===== config.mk =====
export PLATFORM = sky130hd
export DESIGN_NAME = csv_field_splitter_flat
export DESIGN_NICKNAME = d
export VERILOG_FILES = /design/src/sv/csvs_pkg.sv /design/src/sv/csvs_if.sv /design/src/sv/csvs_parser.sv /design/src/sv/csvs_res_fifo.sv /design/src/sv/csv_field_splitter.sv /design/src/flat_wrapper.sv
export SDC_FILE = /design/constraint.sdc
export NUM_CORES = 1
export LEC_CHECK = 0
export BUFFER_PORTS_ARGS = -buffer_cell sky130_fd_sc_hd__buf_2
export CORE_AREA = 10 10 122 124
export CTS_CLUSTER_SIZE = 28
export DETAILED_ROUTE_END_ITERATION = 16
export DIE_AREA = 0 0 132 134
export SKIP_LAST_GASP = 1
export SLEW_MARGIN = 30
export SYNTH_ARGS = -nofsm -noshare
export SYNTH_HDL_FRONTEND = slang
export SYNTH_SLANG_ARGS = --single-unit

===== constraint.sdc =====
create_clock -name clk -period 7.82 [get_ports clk]
set_clock_uncertainty 0.05 [all_clocks]
set_input_delay 0.391 -clock clk [delete_from_list [all_inputs] [get_ports clk]]
set_output_delay 0.391 -clock clk [all_outputs]
set_load 0.02 [all_outputs]

===== src/sv/csvs_pkg.sv =====
`timescale 1ns / 1ps
package csvs_pkg;

  // Parser phase within the current field
  typedef enum logic [1:0] {
    PH_START  = 2'd0,
    PH_UNQ    = 2'd1,
    PH_QUOTED = 2'd2,
    PH_QSEEN  = 2'd3
  } csvs_phase_t;

  // Result kind codes as seen on the output channel
  typedef enum logic [1:0] {
    KIND_CHAR      = 2'd0,
    KIND_FIELD_END = 2'd1,
    KIND_ROW_END   = 2'd2
  } csvs_kind_t;

  // Configuration register indexes
  localparam int CfgIdxW = 1;
  localparam logic [CfgIdxW-1:0] CFG_DELIMITER = 1'b0;
  localparam logic [CfgIdxW-1:0] CFG_HDR_DROP  = 1'b1;

  localparam logic [7:0] DELIM_RESET = 8'd44;
  localparam logic [7:0] CH_QUOTE    = 8'h22;
  localparam logic [7:0] CH_BSLASH   = 8'h5C;

  typedef struct packed {
    logic [7:0] ch;
    csvs_kind_t kind;
    logic [7:0] idx;
    logic       last;
  } csvs_res_t;

  // Results produced by one accepted request: count, then in order
  typedef struct packed {
    logic [1:0] n;
    csvs_res_t  res0;
    csvs_res_t  res1;
  } csvs_push_t;

endpackage


===== src/sv/csvs_if.sv =====
`timescale 1ns / 1ps
interface csvs_in_if;
  logic       valid;
  logic       ready;
  logic [7:0] char_in;
  logic       end_line;

  modport source (output valid, output char_in, output end_line, input ready);
  modport sink (input valid, input char_in, input end_line, output ready);
endinterface

interface csvs_out_if;
  logic       valid;
  logic       ready;
  logic [7:0] out_char;
  logic [1:0] kind;
  logic [7:0] field_index;
  logic       last;

  modport source (output valid, output out_char, output kind, output field_index,
                  output last, input ready);
  modport sink (input valid, input out_char, input kind, input field_index,
                input last, output ready);
endinterface


===== src/sv/csvs_parser.sv =====
`timescale 1ns / 1ps
module csvs_parser
  import csvs_pkg::*;
#(
  parameter logic [7:0] IDX_CAP = 8'd255
) (
  input  logic               clk,
  input  logic               rst_n,
  input  logic               cfg_we,
  input  logic [CfgIdxW-1:0] cfg_index,
  input  logic [7:0]         cfg_wdata,
  input  logic               accept,
  input  logic [7:0]         char_in,
  input  logic               end_line,
  output csvs_push_t         push
);

  logic [7:0]  delim_r;
  logic        skip_hdr_r;
  csvs_phase_t phase_r, phase_nxt;
  logic        esc_r, esc_nxt;
  logic        has_bytes_r, has_bytes_nxt;
  logic        hdr_pend_r, hdr_pend_nxt;
  logic [7:0]  cnt_r, cnt_nxt;
  logic [7:0]  idx_inc;
  logic        dropping;

  // Saturating field index step
  assign idx_inc  = (cnt_r < IDX_CAP) ? cnt_r + 8'd1 : cnt_r;
  assign dropping = hdr_pend_r & skip_hdr_r;

  // Next state and results for the request at the input
  always_comb begin
    phase_nxt     = phase_r;
    esc_nxt       = esc_r;
    has_bytes_nxt = has_bytes_r;
    hdr_pend_nxt  = hdr_pend_r;
    cnt_nxt       = cnt_r;
    push.n        = 2'd0;
    push.res0     = '{ch: 8'd0, kind: KIND_CHAR, idx: cnt_r, last: 1'b1};
    push.res1     = '{ch: char_in, kind: KIND_CHAR, idx: idx_inc, last: 1'b1};
    if (accept) begin
      if (end_line) begin
        if (!dropping && has_bytes_r) begin
          push.n         = 2'd1;
          push.res0.kind = KIND_ROW_END;
        end
        hdr_pend_nxt  = 1'b0;
        phase_nxt     = PH_START;
        esc_nxt       = 1'b0;
        has_bytes_nxt = 1'b0;
        cnt_nxt       = 8'd0;
      end else if (!dropping) begin
        has_bytes_nxt = 1'b1;
        unique case (phase_r)
          PH_START: begin
            priority if (char_in == CH_QUOTE) begin
              phase_nxt = PH_QUOTED;
            end else if (char_in == delim_r) begin
              push.n         = 2'd1;
              push.res0.kind = KIND_FIELD_END;
              cnt_nxt        = idx_inc;
            end else begin
              push.n       = 2'd1;
              push.res0.ch = char_in;
              phase_nxt    = PH_UNQ;
            end
          end
          PH_UNQ: begin
            if (char_in == delim_r) begin
              push.n         = 2'd1;
              push.res0.kind = KIND_FIELD_END;
              cnt_nxt        = idx_inc;
              phase_nxt      = PH_START;
            end else begin
              push.n       = 2'd1;
              push.res0.ch = char_in;
            end
          end
          PH_QUOTED: begin
            priority if (esc_r) begin
              push.n       = 2'd1;
              push.res0.ch = char_in;
              esc_nxt      = 1'b0;
            end else if (char_in == CH_QUOTE) begin
              phase_nxt = PH_QSEEN;
            end else if (char_in == CH_BSLASH) begin
              esc_nxt = 1'b1;
            end else begin
              push.n       = 2'd1;
              push.res0.ch = char_in;
            end
          end
          PH_QSEEN: begin
            priority if (char_in == CH_QUOTE) begin
              // doubled quote: literal quote, stay quoted
              push.n       = 2'd1;
              push.res0.ch = CH_QUOTE;
              phase_nxt    = PH_QUOTED;
            end else if (char_in == delim_r) begin
              push.n         = 2'd1;
              push.res0.kind = KIND_FIELD_END;
              cnt_nxt        = idx_inc;
              phase_nxt      = PH_START;
            end else begin
              // stray byte: close the field, open an unquoted one
              push.n         = 2'd2;
              push.res0.kind = KIND_FIELD_END;
              push.res0.last = 1'b0;
              cnt_nxt        = idx_inc;
              phase_nxt      = PH_UNQ;
            end
          end
        endcase
      end
    end
  end

  // Hold parser state and configuration
  always_ff @(posedge clk) begin
    if (!rst_n) begin
      delim_r     <= DELIM_RESET;
      skip_hdr_r  <= 1'b0;
      phase_r     <= PH_START;
      esc_r       <= 1'b0;
      has_bytes_r <= 1'b0;
      hdr_pend_r  <= 1'b1;
      cnt_r       <= 8'd0;
    end else begin
      phase_r     <= phase_nxt;
      esc_r       <= esc_nxt;
      has_bytes_r <= has_bytes_nxt;
      hdr_pend_r  <= hdr_pend_nxt;
      cnt_r       <= cnt_nxt;
      if (cfg_we) begin
        unique case (cfg_index)
          CFG_DELIMITER: delim_r    <= cfg_wdata;
          CFG_HDR_DROP:  skip_hdr_r <= cfg_wdata[0];
        endcase
      end
    end
  end

endmodule


===== src/sv/csvs_res_fifo.sv =====
`timescale 1ns / 1ps
module csvs_res_fifo
  import csvs_pkg::*;
(
  input  logic       clk,
  input  logic       rst_n,
  input  csvs_push_t push,
  output logic       room,
  output logic       out_valid,
  input  logic       out_ready,
  output csvs_res_t  out_res
);

  localparam int Depth = 4;
  localparam int PtrW  = $clog2(Depth);
  localparam int CntW  = PtrW + 1;

  csvs_res_t         slot_r [Depth];
  logic [PtrW-1:0]   wr_ptr_r, rd_ptr_r;
  logic [CntW-1:0]   count_r;
  logic              pop;

  assign out_valid = (count_r != '0);
  assign pop       = out_valid & out_ready;
  // Accept a request only when both of its possible results fit
  assign room      = (count_r <= CntW'(Depth - 2));
  assign out_res   = slot_r[rd_ptr_r];

  // Store up to two results, drain one per cycle while out_ready is high
  always_ff @(posedge clk) begin
    if (!rst_n) begin
      wr_ptr_r <= '0;
      rd_ptr_r <= '0;
      count_r  <= '0;
    end else begin
      wr_ptr_r <= wr_ptr_r + PtrW'(push.n);
      rd_ptr_r <= rd_ptr_r + PtrW'(pop);
      count_r  <= count_r + CntW'(push.n) - CntW'(pop);
    end
  end

  always_ff @(posedge clk) begin
    if (push.n != 2'd0) slot_r[wr_ptr_r] <= push.res0;
    if (push.n == 2'd2) slot_r[wr_ptr_r + PtrW'(1)] <= push.res1;
  end

endmodule


===== src/sv/csv_field_splitter.sv =====
`timescale 1ns / 1ps
// CSV field splitter: takes one text byte or one line-end marker per request and
// returns field characters, field ends and row ends tagged with the field index
// (saturating at min(MAX_FIELDS-1, 255)); quoted fields, doubled quotes, backslash
// escapes, empty-line skipping and an optional header drop are handled. A request
// is accepted whenever in_ch.ready is high; its results are held in a four-entry
// result queue and leave it one per cycle while out_ch.ready is high. A byte that
// follows a closing quote and starts a new field yields two results; in_ch.ready
// drops while fewer than two entries are free. The user must write configuration
// (index 0 delimiter, index 1 header drop) via cfg_we only when idle; unenforced.
module csv_field_splitter
  import csvs_pkg::*;
#(
  parameter int MAX_FIELDS = 256
) (
  input  logic               clk,
  input  logic               rst_n,
  input  logic               cfg_we,
  input  logic [CfgIdxW-1:0] cfg_index,
  input  logic [7:0]         cfg_wdata,
  csvs_in_if.sink            in_ch,
  csvs_out_if.source         out_ch
);

  localparam int IdxCapInt = (MAX_FIELDS - 1 > 255) ? 255 : MAX_FIELDS - 1;

  logic       accept;
  logic       room;
  csvs_push_t push;
  csvs_res_t  out_res;

  assign in_ch.ready = room;
  assign accept      = in_ch.valid & room;

  csvs_parser #(
    .IDX_CAP (8'(IdxCapInt))
  ) u_parser (
    .clk       (clk),
    .rst_n     (rst_n),
    .cfg_we    (cfg_we),
    .cfg_index (cfg_index),
    .cfg_wdata (cfg_wdata),
    .accept    (accept),
    .char_in   (in_ch.char_in),
    .end_line  (in_ch.end_line),
    .push      (push)
  );

  csvs_res_fifo u_fifo (
    .clk       (clk),
    .rst_n     (rst_n),
    .push      (push),
    .room      (room),
    .out_valid (out_ch.valid),
    .out_ready (out_ch.ready),
    .out_res   (out_res)
  );

  // Drive the result channel from the queue head
  assign out_ch.out_char    = out_res.ch;
  assign out_ch.kind        = 2'(out_res.kind);
  assign out_ch.field_index = out_res.idx;
  assign out_ch.last        = out_res.last;

endmodule


===== src/flat_wrapper.sv =====
// flat-port wrapper written by rule: the top's interface ports become plain ports
module csv_field_splitter_flat import csvs_pkg::*;
#(
  parameter int MAX_FIELDS = 256
)
  (clk, rst_n, cfg_we, cfg_index, cfg_wdata, in_ch_valid, in_ch_char_in, in_ch_end_line, in_ch_ready, out_ch_valid, out_ch_out_char, out_ch_kind, out_ch_field_index, out_ch_last, out_ch_ready);
  csvs_in_if in_ch_i ();
  csvs_out_if out_ch_i ();
  input  logic clk;
  input  logic rst_n;
  input  logic cfg_we;
  input  logic [CfgIdxW-1:0] cfg_index;
  input  logic [7:0] cfg_wdata;
  input wire logic [$bits(in_ch_i.valid)-1:0] in_ch_valid;
  input wire logic [$bits(in_ch_i.char_in)-1:0] in_ch_char_in;
  input wire logic [$bits(in_ch_i.end_line)-1:0] in_ch_end_line;
  output wire logic [$bits(in_ch_i.ready)-1:0] in_ch_ready;
  output wire logic [$bits(out_ch_i.valid)-1:0] out_ch_valid;
  output wire logic [$bits(out_ch_i.out_char)-1:0] out_ch_out_char;
  output wire logic [$bits(out_ch_i.kind)-1:0] out_ch_kind;
  output wire logic [$bits(out_ch_i.field_index)-1:0] out_ch_field_index;
  output wire logic [$bits(out_ch_i.last)-1:0] out_ch_last;
  input wire logic [$bits(out_ch_i.ready)-1:0] out_ch_ready;
  assign in_ch_i.valid = in_ch_valid;
  assign in_ch_i.char_in = in_ch_char_in;
  assign in_ch_i.end_line = in_ch_end_line;
  assign in_ch_ready = in_ch_i.ready;
  assign out_ch_valid = out_ch_i.valid;
  assign out_ch_out_char = out_ch_i.out_char;
  assign out_ch_kind = out_ch_i.kind;
  assign out_ch_field_index = out_ch_i.field_index;
  assign out_ch_last = out_ch_i.last;
  assign out_ch_i.ready = out_ch_ready;
  csv_field_splitter #(.MAX_FIELDS(MAX_FIELDS)) u_core (.clk(clk), .rst_n(rst_n), .cfg_we(cfg_we), .cfg_index(cfg_index), .cfg_wdata(cfg_wdata), .in_ch(in_ch_i), .out_ch(out_ch_i));
endmodule

==> results of run 1 <==
==> area by class of cell <==
cell class,count,share of cell area [%]
flip-flops and latches,105,44.8
well taps,172,3.52
multi-input cells,354,42.1
repair buffers,45,3.76
inverters,21,1.29
clock inverters,5,0.532
clock buffers,11,3.97
==> per-layer routing <==
metal  GRT usage [%]  vias to the layer above  share of wire (%)
li1                -                     1934                  -
met5               0                        -                  0
met1            20.6                     1916                 47
met3            3.14                       16                5.5
met2            23.8                      129                 46
met4            5.75                        0                1.7
==> Yosys cell counts (14+ instances only) <==
master    count  area share [%]
and2_1       22             2.5
mux4_2       19             7.8
o21ai_0      15             1.4
nor3_1       19             1.7
inv_1        18             1.2
a21oi_1      19             1.7
edfxtp_1     64              35
a22o_1       18             2.9
nor2_1       22             1.5
clkbuf_1     22             1.5
dfxtp_1      41              15
nand2_1      57             3.9
nand3_1      14             1.3
==> tightest hold or removal path, stage by stage <==
cell and delay [ns]:
buf_2 0.07, nand2_1 0.04, nand3_1 0.06
==> worst max-delay path by stage <==
stage / start / endpoint / cells past startpoint
after floorplan: u_core.u_parser.phase_r[0] / u_core.u_fifo.count_r[2] / 11
after global placement: u_core.u_parser.phase_r[0] / u_core.u_fifo.slot_r[2][15] / 7
after detailed placement: u_core.u_parser.phase_r[0] / u_core.u_fifo.slot_r[2][13] / 7
after CTS: u_core.u_parser.phase_r[0] / u_core.u_fifo.slot_r[2][4] / 7
after global routing: u_core.u_parser.phase_r[0] / u_core.u_fifo.slot_r[2][6] / 7
final: u_core.u_parser.phase_r[0] / u_core.u_fifo.slot_r[2][3] / 7
==> power groups by stage <==
stage | clock network (W) | logic (W) | registers, W
3_5_place_dp | 0 | 0.000397 | 0.000675
3_3_place_gp | 0 | 0.000396 | 0.000672
6_report | 0.000428 | 0.000392 | 0.000661
5_1_grt | 0.000455 | 0.000433 | 0.000667
2_1_floorplan | 0 | 0.000300 | 0.000655
4_1_cts | 0.000434 | 0.000399 | 0.000662
==> through the flow <==
| step | util [%] | hold slack (ns) | power [W] |
|---|---|---|---|
| floorplan | - | 0.366 | 0.000955 |
| global placement | 46.8 | 0.378 | 0.00107 |
| detailed placement | 46.9 | 0.384 | 0.00107 |
| CTS | 49.1 | 0.188 | 0.00150 |
| global route | 49.1 | 0.201 | 0.00155 |
| finish | 49.1 | 0.195 | 0.00148 |
==> cell families (layout without fill, tap and decap cells) <==
family | count (synthesis) | after routing | share of synthesized area [%]
muxes | 20 | 20 | 7.94
buffers and inverters | 50 | 82 | 3.59
AOI/OAI and AO/OA | 112 | 112 | 14.8
and+or+nand+nor | 194 | 194 | 18.5
xor gates and xnor gates | 16 | 16 | 2.54
DFF | 105 | 105 | 49.8
adders and majority gates | 12 | 12 | 2.86
==> registers in the layout, summed over array words and instances (netlist names) <==
signal	cells
u_core.u_parser.delim_r	8
u_core.u_parser.phase_r	2
u_core.u_parser.cnt_r	8
u_core.u_parser.skip_hdr_r	1
u_core.u_fifo.slot_r	76
u_core.u_parser.esc_r	1
u_core.u_fifo.wr_ptr_r	2
u_core.u_parser.has_bytes_r	1
u_core.u_parser.hdr_pend_r	1
u_core.u_fifo.rd_ptr_r	2
u_core.u_fifo.count_r	3
==> layout by cell type, fill, tap and decap left out, types with 3 or more instances in the layout <==
master     synthesis  layout
o21ai_0           15      15
a21boi_0           7       7
nand2b_1           6       6
inv_2              3       3
o21ai_1            8       8
ha_1              11      11
mux4_2            19      19
edfxtp_1          64      64
nor2_1            22      21
xor2_1             9       9
nor3_1            19      19
xnor2_1            7       7
nand3_1           14      14
a21oi_1           19      19
clkbuf_16          0       9
or3_1              3       3
and3_1            13      13
a22o_1            18      18
buf_2              3      43
o21a_1             6       6
nor4_1             4       4
inv_1             18      18
and2_1            22      22
a22oi_1            5       5
o2bb2ai_1          7       7
nor2_2             3       4
dfxtp_1           41      40
a21o_1             7       7
nand2_1           57      57
or2_2              4       4
nor2b_1           10      10
==> impl_metrics.ini, run 1 <==
[power]
p_switching_w = 0.000464
p_clk_share_pct = 28.9
peakVddDrop_v = 0.000165
leakage_nw = 2.22
switching_share_pct = 31.3
power.internal_w = 0.00102
p_comb_share_pct = 26.4
p_per_area_mw_per_mm2 = 242
seq_power_share_pct = 44.6

[worst_setup_path]
critical-path-max-stage-delay_ns = 0.66
critPathBufInv = 1
critical_path_class = reg2reg
rr_worst_depth = 7
crit_chain = inv_1 > ha_1 > or4_1 > a2111oi_4 > o211ai_2 > or2_1 > nand2_1
critPathRequiredTime_ns = 7.75
path_max_fanout = 16
rr_endpoint = u_core.u_fifo.slot_r[2][3]
reg2reg_setup_slack_ns = 4.12
worstSetupStartpointType = register
cp_top_family = simple AND/OR/NAND/NOR gates
cp_slowest_cell = nand2_1
arrival_ns = 3.63
end_kind = register
r2r-start = u_core.u_parser.phase_r[0]

[placed_design]
placed_cells = 697
place.gp.congestion = 0.881
hpwl_um = 9520
dpl_cell_area_mm2 = 0.00584
dpl_worst_slack_ns = 4.10
port_buffers = 43

[worst_hold_path]
holdPathStages = 3
holdPathEnd = u_core.u_parser.delim_r[2]
worstHoldPathType = in2reg
worstHoldStart = cfg_wdata[2]

[route]
firstDrtPassIters = 5
via_count = 3995
drcViolationCount = 0
routed_wl_um = 13300
drtIter0Drc = 305
final_antenna_net_count = 0
post_drt_via_cell_ratio = 5.60
routed_wire_length_per_instance_um = 18.7

[sta]
tns_ns = 0
period_needed_ns = 3.70
setup_ws_ns = 4.12
rsz0062_at_grt = no
drv_slew = 0
max_clock_freq_mhz = 270
relSlewSlack_pct = 38.1
worst_pin_slew_ns = 0.925
setup_viol = 0
hold_viol = 0
period_share_pct = 47.3

[finish]
stdcell_area_mm2 = 0.00612
fillers = 1129
finalNonFillerCells = 713
nNetsFinal = 571
areaGrowthSynthToFinish_pct = 11.0
drive_gt1_share_pct = 18.9
layout.area.seq_mm2 = 0.00274
antenna_cells = 0
multi_input_area_mm2 = 0.00257

[clock_network]
cts_made_buffers = 9
clk_pin_slew_ns = 0.07
cts.path.max_buffers = 2
postCtsSetupBuffers = 0
insertion_delay_ns = 0.36
holdBufCountCts = 0
cts_sinks = 105
post_cts_resized = 0
root_buffer = clkbuf_16
h-tree-depth = 3
cts_tree = done

[logic_synthesis]
synth_edf_count = 64
synth_flop_cell = edfxtp_1
synthCells = 509
syn_area_per_cell_um2 = 10.8
yosysSeqAreaShare_pct = 49.8
synthDistinctLibCells = 62
syn-num-nets = 544
ys_warn_count = 0
synth-seq-cells = 105
synthArstFlopShare_pct = 0
syn-cell-area_mm2 = 0.00551

[die]
pin_count = 44
die_height_um = 134
fp.dieW_um = 132
dieArea_mm2 = 0.0177
start_util_pct = 44.2
std_cell_rows = 41
core_mm2 = 0.0125

[global_routing]
grt_max_degree = 32
grt_pass1_vias = 3956
grt_pass1_wl_um = 21500
grtUsageTotal_pct = 15.3
grt_antenna_before_repair = 0
overflow = 0

[job]
max-cap-violations = 0

[status]
status = completed
Power figures use the tool's default switching activity.
==> run 2, diff against run 1 <==
clock period = 3.3 ns   (was 7.82 ns; I/O delays follow)
==> run 2 against run 1 <==
Compared with the run above:
- first-iteration DRC count grew 38%
- maximum frequency grew 21%
- design area grew 4.3%
- via count grew 1.6%
- global-route usage grew 0.16 points
- clock power grew to 2.5 times the previous value
- largest power group unchanged
==> impl_metrics.ini, run 2 (synthesis results as in run 1) <==
[clock_network]
cts_tree = done
h-tree-depth = 3
cts_made_buffers = 9
cts.path.max_buffers = 2
root_buffer = clkbuf_16
cts_sinks = 105
insertion_delay_ns = 0.36
postCtsSetupBuffers = 0
clk_pin_slew_ns = 0.07

[placed_design]
port_buffers = 43
place.gp.congestion = 0.863
dpl_worst_slack_ns = 0.179
hpwl_um = 9840

[finish]
top_regs = u_core.u_fifo.slot_r: 76 flops, u_core.u_parser.cnt_r: 8 flops, u_core.u_parser.delim_r: 8 flops
drive_gt1_share_pct = 21.9
mostFrequentLayoutCell = edfxtp_1
most-common-layout-cells = edfxtp_1, nand2_1, buf_2, dfxtp_1, and2_1
largest_reg_flops = 76
antenna_cells = 0
fillers = 1150
nNetsFinal = 596
regMostFlops = u_core.u_fifo.slot_r
areaGrowthSynthToFinish_pct = 15.8

[global_routing]
grtUsageTotal_pct = 15.5
overflow = 0
grt_antenna_before_repair = 0
grt_pass1_vias = 4037
grt_max_degree = 32
grt_pass1_wl_um = 21900

[die]
pin_count = 44
start_util_pct = 44.2
std_cell_rows = 41
die_height_um = 134
core_mm2 = 0.0125
dieArea_mm2 = 0.0177
fp.dieW_um = 132

[worst_setup_path]
crit_chain = inv_1 > ha_1 > buf_4 > or2_2 > nor4_1 > nand4b_1 > o21ai_2 > nor2_2 > inv_2 > ha_1 > fa_1 > xnor2_1 > xnor2_1 > and2_1
cp_slowest_cell = dfxtp_1
critPathBufInv = 3
cp_top_family = simple AND/OR/NAND/NOR gates
reg2reg_setup_slack_ns = 0.25
arrival_ns = 3.25
critical_path_class = reg2reg
end_kind = register
r2r-start = u_core.u_parser.phase_r[0]
rr_endpoint = u_core.u_fifo.count_r[2]
worstSetupStartpointType = register
critical-path-max-stage-delay_ns = 0.38
rr_worst_depth = 14
path_max_fanout = 12
critPathRequiredTime_ns = 3.50
critPathLaunch = u_core.u_parser.phase_r[0]
crit_cells = 14
endpoint = u_core.u_fifo.count_r[2]

[sta]
period_share_pct = 92.3
relSlewSlack_pct = 53.5
setup_viol = 0
tns_ns = 0
period_needed_ns = 3.05
drv_slew = 0
setup_ws_ns = 0.255
max_clock_freq_mhz = 328
rsz0062_at_grt = no
hold-worst-slack_ns = 0.0131
hold_viol = 0
worst_pin_slew_ns = 0.695

[status]
status = completed

[route]
routed_wire_length_per_instance_um = 18.0
post_drt_via_cell_ratio = 5.50
via_count = 4060
final_antenna_net_count = 0
routed_wl_um = 13300
firstDrtPassIters = 4
drcViolationCount = 0
drtIter0Drc = 420

[worst_hold_path]
worstHoldPathType = in2reg

[power]
finalPower_w = 0.00362
peakVddDrop_v = 0.000373
leakage_nw = 2.38
p_per_area_mw_per_mm2 = 567

[job]
max-cap-violations = 0
run 2: cell count changes in the layout (fill, tap and decap cells not counted), sizes merged:
cell,change
dlygate4sd3,+4
clkbuf,-2
buf,+21
bufinv,+1
clkinvlp,-2
inv,+2
clkinv,+1
run 2: per-layer routing:
layer	wire length [µm]	track usage (%)	vias up
met1	6320	21.3	1952
met2	6030	23.7	108
met3	744	3.17	16
met5	0	0	-
li1	-	-	1984
met4	204	5.19	0
run 2: worst register-to-register path, stage by stage (launching register included):
cell and delay [ns]:
dfxtp_1 0.38, inv_1 0.10, ha_1 0.21, buf_4 0.17
or2_2 0.28, nor4_1 0.25, nand4b_1 0.20, o21ai_2 0.11
nor2_2 0.13, inv_2 0.09, ha_1 0.20, fa_1 0.38
xnor2_1 0.15, xnor2_1 0.12, and2_1 0.15
run 2: final cells by class:
class | count | area (µm²) | share of cell area [%]
clock inverters | 7 | 66.3 | 1.04
flip-flops and latches | 105 | 2740 | 43.0
repair buffers | 70 | 478 | 7.49
multi-input cells | 354 | 2570 | 40.4
inverters | 21 | 78.8 | 1.24
clock buffers | 9 | 225 | 3.53
well taps | 172 | 215 | 3.37
run 2: stage by stage:
step	instances	util (%)	cell area [µm²]
3_5_place_dp	718	48.5	6050
5_1_grt	738	51.2	6380
3_3_place_gp	718	48.5	6050
6_report	738	51.2	6380
2_1_floorplan	509	-	5510
4_1_cts	738	51.2	6380
run 2: power by group:
group | total [W] | switching [W] | leakage [nW] | internal, W
Clock | 0.00108 | 0.000491 | 0.147 | 0.000587
Sequential | 0.00155 | 0.0000539 | 0.964 | 0.00149
Combinational | 0.000995 | 0.000568 | 1.27 | 0.000427
Total | 0.00362 | 0.00111 | 2.38 | 0.00251
run 2: what timing repair did:
item | 4_1_cts | 5_1_grt
setup endpoints to repair | 0 | 12
hold endpoints to repair | 4 | 0
hold buffers | 4 | 0
gates resized for setup | 0 | 2
run 2: how the worst min path moves through the flow:
stage               slack (ns)          from                    endpoint  cells past startpoint
detailed placement        0.33  cfg_wdata[3]  u_core.u_parser.delim_r[3]                      3
CTS                      0.007  cfg_wdata[1]  u_core.u_parser.delim_r[1]                      3
global route              0.03  cfg_wdata[6]  u_core.u_parser.delim_r[6]                      3
finish                    0.01  cfg_wdata[1]  u_core.u_parser.delim_r[1]                      3
floorplan                 0.24  cfg_wdata[2]  u_core.u_parser.delim_r[2]                      2
global placement          0.33  cfg_wdata[3]  u_core.u_parser.delim_r[3]                      3
